===== src/sv/ctp_pkg.sv =====
// Shared types and constants for the Cartesian tree preorder block.
`default_nettype none

package ctp_pkg;

    // Largest block the design handles, and the field widths.
    localparam int unsigned MaxLen      = 8;
    localparam int unsigned ValueW      = 8;
    localparam int unsigned RankW       = 3;
    localparam int unsigned BlockLength = 8;

    typedef logic [ValueW-1:0] t_value;
    typedef logic [RankW-1:0]  t_rank;

    typedef t_value [MaxLen-1:0] t_value_arr;
    typedef t_rank  [MaxLen-1:0] t_rank_arr;

    // Input beat: one block of values.
    typedef struct packed {
        t_value value_0;
        t_value value_1;
        t_value value_2;
        t_value value_3;
        t_value value_4;
        t_value value_5;
        t_value value_6;
        t_value value_7;
    } t_in;

    // Output beat: positions in root, right, left preorder.
    typedef struct packed {
        t_rank order_0;
        t_rank order_1;
        t_rank order_2;
        t_rank order_3;
        t_rank order_4;
        t_rank order_5;
        t_rank order_6;
        t_rank order_7;
    } t_out;

endpackage

`default_nettype wire


===== src/sv/cartesian_tree_preorder.sv =====
// Top level: Cartesian tree preorder of an eight-value block, one beat per cycle.
//
//   Channel   Direction  Handshake           Payload
//   input     in         i_valid / o_stall   i_data  (t_in)
//   output    out        o_valid / i_stall   o_data  (t_out)
//
// Two register stages: the lanes' ranks, then the merged output. An accepted
// input beat passes through the rank stage, then the output stage, to o_valid,
// and a new beat is taken every cycle while the output side keeps up.
// Reset (i_rst_n low, synchronous) empties both stages.
// A stalled output holds its beat; the rank stage still takes one more beat,
// and o_stall rises only when both stages are full and the output is stalled.
`default_nettype none

module cartesian_tree_preorder
    import ctp_pkg::*;
#(
    parameter int unsigned BLOCK_LENGTH = BlockLength
) (
    input  wire  i_clk,
    input  wire  i_rst_n,
    input  wire  i_valid,
    output logic o_stall,
    input  wire  t_in i_data,
    output logic o_valid,
    input  wire  i_stall,
    output t_out o_data
);

    // Block length held to the range the lanes support.
    localparam int unsigned BlockLen = (BLOCK_LENGTH > MaxLen) ? MaxLen :
                                       (BLOCK_LENGTH < 1) ? 1 : BLOCK_LENGTH;

    t_value_arr values;
    t_rank_arr  ranks;
    t_out       merged;

    t_rank_arr  r_rk;
    logic       r_rk_valid;
    t_out       r_out;
    logic       r_out_valid;

    logic       out_ld;
    logic       rk_ld;

    // Unpack the input beat into an indexable block.
    assign values[0] = i_data.value_0;
    assign values[1] = i_data.value_1;
    assign values[2] = i_data.value_2;
    assign values[3] = i_data.value_3;
    assign values[4] = i_data.value_4;
    assign values[5] = i_data.value_5;
    assign values[6] = i_data.value_6;
    assign values[7] = i_data.value_7;

    // One lane per live position; unused positions rank as zero.
    for (genvar g = 0; g < int'(MaxLen); g++) begin : g_lane
        if (g < int'(BlockLen)) begin : g_live
            ctp_lane #(
                .BLOCK_LENGTH(BlockLen),
                .POS         (g)
            ) u_lane (
                .i_values(values),
                .o_rank  (ranks[g])
            );
        end else begin : g_idle
            assign ranks[g] = '0;
        end
    end

    ctp_merge #(
        .BLOCK_LENGTH(BlockLen)
    ) u_merge (
        .i_ranks(r_rk),
        .o_order(merged)
    );

    // Stage advance: each stage loads when it is empty or its contents move on.
    assign out_ld  = !r_out_valid || !i_stall;
    assign rk_ld   = !r_rk_valid || out_ld;
    assign o_stall = !rk_ld;
    assign o_valid = r_out_valid;
    assign o_data  = r_out;

    // Control state of both stages.
    always_ff @(posedge i_clk) begin
        if (!i_rst_n) begin
            r_rk_valid  <= 1'b0;
            r_out_valid <= 1'b0;
        end else begin
            if (rk_ld) begin
                r_rk_valid <= i_valid;
            end
            if (out_ld) begin
                r_out_valid <= r_rk_valid;
            end
        end
    end

    // Payload registers.
    always_ff @(posedge i_clk) begin
        if (rk_ld && i_valid) begin
            r_rk <= ranks;
        end
        if (out_ld && r_rk_valid) begin
            r_out <= merged;
        end
    end

endmodule

`default_nettype wire


===== src/sv/ctp_lane.sv =====
// One lane: finds the preorder rank of the node at a fixed block position.
`default_nettype none

module ctp_lane
    import ctp_pkg::*;
#(
    parameter int unsigned BLOCK_LENGTH = BlockLength,
    parameter int unsigned POS          = 0
) (
    input  wire t_value_arr i_values,
    output t_rank           o_rank
);

    // A node x is an ancestor of this node when x is the leftmost minimum of
    // the span between them. With right before left, every earlier position
    // that is an ancestor comes first, and every later position that is not
    // a descendant comes first.
    logic [RankW-1:0] cnt;
    logic             all_ge;
    logic             hit;

    always_comb begin
        cnt    = '0;
        all_ge = 1'b1;
        hit    = 1'b0;
        for (int x = 0; x < int'(MaxLen); x++) begin
            all_ge = 1'b1;
            hit    = 1'b0;
            if (x < int'(BLOCK_LENGTH) && x != int'(POS)) begin
                if (x < int'(POS)) begin
                    // Earlier x is an ancestor when nothing in (x, POS] is below it.
                    for (int k = 0; k < int'(MaxLen); k++) begin
                        if (k > x && k <= int'(POS) && i_values[k] < i_values[x]) begin
                            all_ge = 1'b0;
                        end
                    end
                    hit = all_ge;
                end else begin
                    // Later x is a descendant when nothing in (POS, x] is below us.
                    for (int k = 0; k < int'(MaxLen); k++) begin
                        if (k > int'(POS) && k <= x && i_values[k] < i_values[POS]) begin
                            all_ge = 1'b0;
                        end
                    end
                    hit = !all_ge;
                end
            end
            cnt = cnt + RankW'(hit);
        end
    end

    assign o_rank = cnt;

endmodule

`default_nettype wire


===== src/sv/ctp_merge.sv =====
// Merge stage: scatters the lane ranks into the preorder position list.
`default_nettype none

module ctp_merge
    import ctp_pkg::*;
#(
    parameter int unsigned BLOCK_LENGTH = BlockLength
) (
    input  wire t_rank_arr i_ranks,
    output t_out           o_order
);

    t_rank_arr order;

    // Ranks of the live positions form a permutation, so each slot gets one
    // writer; slots past the block length stay zero.
    always_comb begin
        order = '0;
        for (int j = 0; j < int'(BLOCK_LENGTH); j++) begin
            order[i_ranks[j]] = RankW'(j);
        end
    end

    assign o_order.order_0 = order[0];
    assign o_order.order_1 = order[1];
    assign o_order.order_2 = order[2];
    assign o_order.order_3 = order[3];
    assign o_order.order_4 = order[4];
    assign o_order.order_5 = order[5];
    assign o_order.order_6 = order[6];
    assign o_order.order_7 = order[7];

endmodule

`default_nettype wire

===== config.mk =====
export PLATFORM = sky130hd
export DESIGN_NAME = cartesian_tree_preorder
export DESIGN_NICKNAME = d
export VERILOG_FILES = /design/src/sv/ctp_pkg.sv /design/src/sv/cartesian_tree_preorder.sv /design/src/sv/ctp_lane.sv /design/src/sv/ctp_merge.sv
export SDC_FILE = /design/constraint.sdc
export NUM_CORES = 1
export LEC_CHECK = 0
export BUFFER_PORTS_ARGS = -buffer_cell sky130_fd_sc_hd__buf_2
export CAP_MARGIN = 20
export CORE_MARGIN = 2
export CORE_UTILIZATION = 55
export CTS_BUF_LIST = sky130_fd_sc_hd__clkbuf_4
export DETAILED_ROUTE_END_ITERATION = 6
export HOLD_SLACK_MARGIN = 0.1
export PLACE_DENSITY = 0.72
export SETUP_SLACK_MARGIN = 0.3
export SKIP_CTS_REPAIR_TIMING = 1
export SYNTH_ARGS = -nofsm -noshare
export SYNTH_HDL_FRONTEND = slang
export SYNTH_HIERARCHICAL = 1
export SYNTH_SLANG_ARGS = --single-unit

===== constraint.sdc =====
create_clock -name i_clk -period 3.9 [get_ports i_clk]
set_input_delay 0.195 -clock i_clk [delete_from_list [all_inputs] [get_ports i_clk]]
set_output_delay 0.195 -clock i_clk [all_outputs]
set_load 0.1 [all_outputs]

==> impl_results.md <==
* Clock buffer depth at 2
* GR peak layer: met2
* Startpoint types: input port
* Clock period minus worst slack at 3.62 ns
* VDD IR max at 0.241 mV
* Clock power share at 8.0%
* Routed vias at 19,700
* Drt total wl at 71,400 µm
* Sw Share at 51.5%
* Worst Path Required at 4.08 ns
* Area Growth Syn to Fin at 16.0%
* Critical-path maximum fanout at 4
* Root Driver: clkbuf_4
* TritonCTS Buffers at 5
* Static leakage at 12.3 nW
* Max Cap Viol at 0
* Sequence of cells on the critical path: buf_2, inv_1, ha_1, nand4_1, o31ai_4, o41ai_2, a2111oi_1, buf_4, ha_1, inv_1, fa_1, inv_1, fa_1, fa_1
* Starting Density at 56.1%
* Total power at 4.23 mW
* Final worst setup slack at 0.279 ns
* Wire length per cell at 23.4 µm
* Slew HR at 60.4%
* First-pass GRT wire length at 109,000 µm
* Reg power frac at 19.4%
* Worst setup EP type: flip-flop
* # rows at 68
* Residual DRC at 0
* GRT overflow at 0
* Met2 Usage GRT at 65.3%
* Mean Syn Cell Area at 8.53 µm²
* Placed insts at 3,035
* Die Height at 192 µm
* Top Family by Delay on Critical Path: adder cells
* Switch Pwr at 2.18 mW
* Max Clk Rate at 276 MHz
* RSZ-0062 raised after global routing: yes
* 1st-iter DRT viols at 1,630
* Fin util at 65.1%
* Die width at 192 µm
* Clock-pin transition on the worst setup and hold timing paths at 0.16 ns
* TritonCTS clock tree: built
* Setup Skew at 0.0250 ns
* Final HPWL DP at 57,600 µm
* Die area at 36,800 µm²
* Total GRT Usage at 38.9%
* Syn Inst Count at 2,278
* Vias per inst at 6.47
* Fillers at 2,960
* Worst hold path class: in2reg
* Slew Viols, Final at 0
* Power Density at 188 nW/µm²
* Status: completed
* Worst path bufs/invs at 5
* Initial antenna violation count at 2
* Tightest Pin Transition at 0.579 ns
* Largest net degree at the start of global routing at 30
* Detail Route Antenna Nets at 0
* Post-route insts no fill at 3,049
* Multi-input gate area in the final layout at 17,100 µm²
* Critical Path AT at 3.80 ns
* Post-synthesis cell area at 19,400 µm²
* Syn_nets at 3,114
* Top Ports at 94
* P_int at 2.05 mW
* Layout cells sized above 1 at 14.5%
* Slowest-stage cell, CP: fa_1
* Sink Count at 47
* H-tree Lvls at 2
* # setup viols final at 0
* Vias in the first global route at 19,600
* CP max stage delay at 0.53 ns
* Tcrit/Tclk final at 92.8%
* Final hold violations at 0
* PortBufs at 93
* Synth warn at 6
* Routability cong. at 1.00
* Clock Latency Late Sink at 0.43 ns
* First drt pass iteration count at 6
* Comb pwr share at 72.6%
* M3 GR Usage at 4.97%
* Met1 track demand over resource at 47.8%
* Nets at 3,427
* Register area at 1390 µm²
* CP Class: in2reg
* Dpl ws at -0.223 ns
* Setup tns final at 0 ns
* Core Area at 34,600 µm²
metal layers:
layer | vias up | routed length, µm
li1 | 9258 | -
met1 | 9295 | 29000
met2 | 902 | 32200
met3 | 284 | 5460
met4 | 0 | 4750
met5 | - | 0
power groups by stage:
stage | clock network [mW] | registers [mW] | logic (mW)
after floorplan | 0 | 1.01 | 1.66
after global placement | 0 | 0.818 | 2.83
after detailed placement | 0 | 0.825 | 2.96
after CTS | 0.345 | 0.813 | 2.98
after global routing | 0.366 | 0.835 | 3.39
final | 0.339 | 0.818 | 3.07
worst paths after layout:
kind               from  slack (ns)  cells past startpoint         end
max          i_data[30]        0.28                     14    r_rk[13]
max reg2reg     r_rk[7]        2.26                      3  o_data[21]
min reg2reg  r_rk_valid        0.55                      2     o_valid
min             i_stall        0.11                      3     o_valid
registers in the layout, summed over array words and instances (netlist names):
name        count
o_data         24
o_valid         1
r_rk           21
r_rk_valid      1
tightest hold or removal path, delay by kind of cell:
kind,cells,cell delay [ns]
buf+inv,1,0.11
simple gates,1,0.11
compound gates,1,0.07
per-stage QoR:
| stage | hold WS [ns] | area, µm² |
|---|---|---|
| detailed placement | 0.416 | 22300 |
| finish | 0.107 | 22500 |
| global placement | 0.417 | 22300 |
| global route | 0.111 | 22500 |
| CTS | -0.0340 | 22400 |
| floorplan | 0.313 | 19500 |
cells in the final DEF (no fill, tap or decap), drive strengths merged, types with 57 or more instances in the layout:
master	n
nand2b	65
a21oi	189
nand3	57
nand2	86
nor2	72
ha	746
a21o	129
inv	284
buf	309
o21ai	142
cell type report:
| type | count | share of cell area (%) |
|---|---|---|
| tap | 455 | 2.53 |
| sequential | 47 | 6.17 |
| inverter | 285 | 4.78 |
| clock inverter | 3 | 0.211 |
| clock buffer | 5 | 0.167 |
| timing repair buffer | 314 | 10.3 |
| antenna | 2 | 0.0222 |
| multi-input combinational | 1938 | 75.8 |
(Power assumes the default switching activity.)
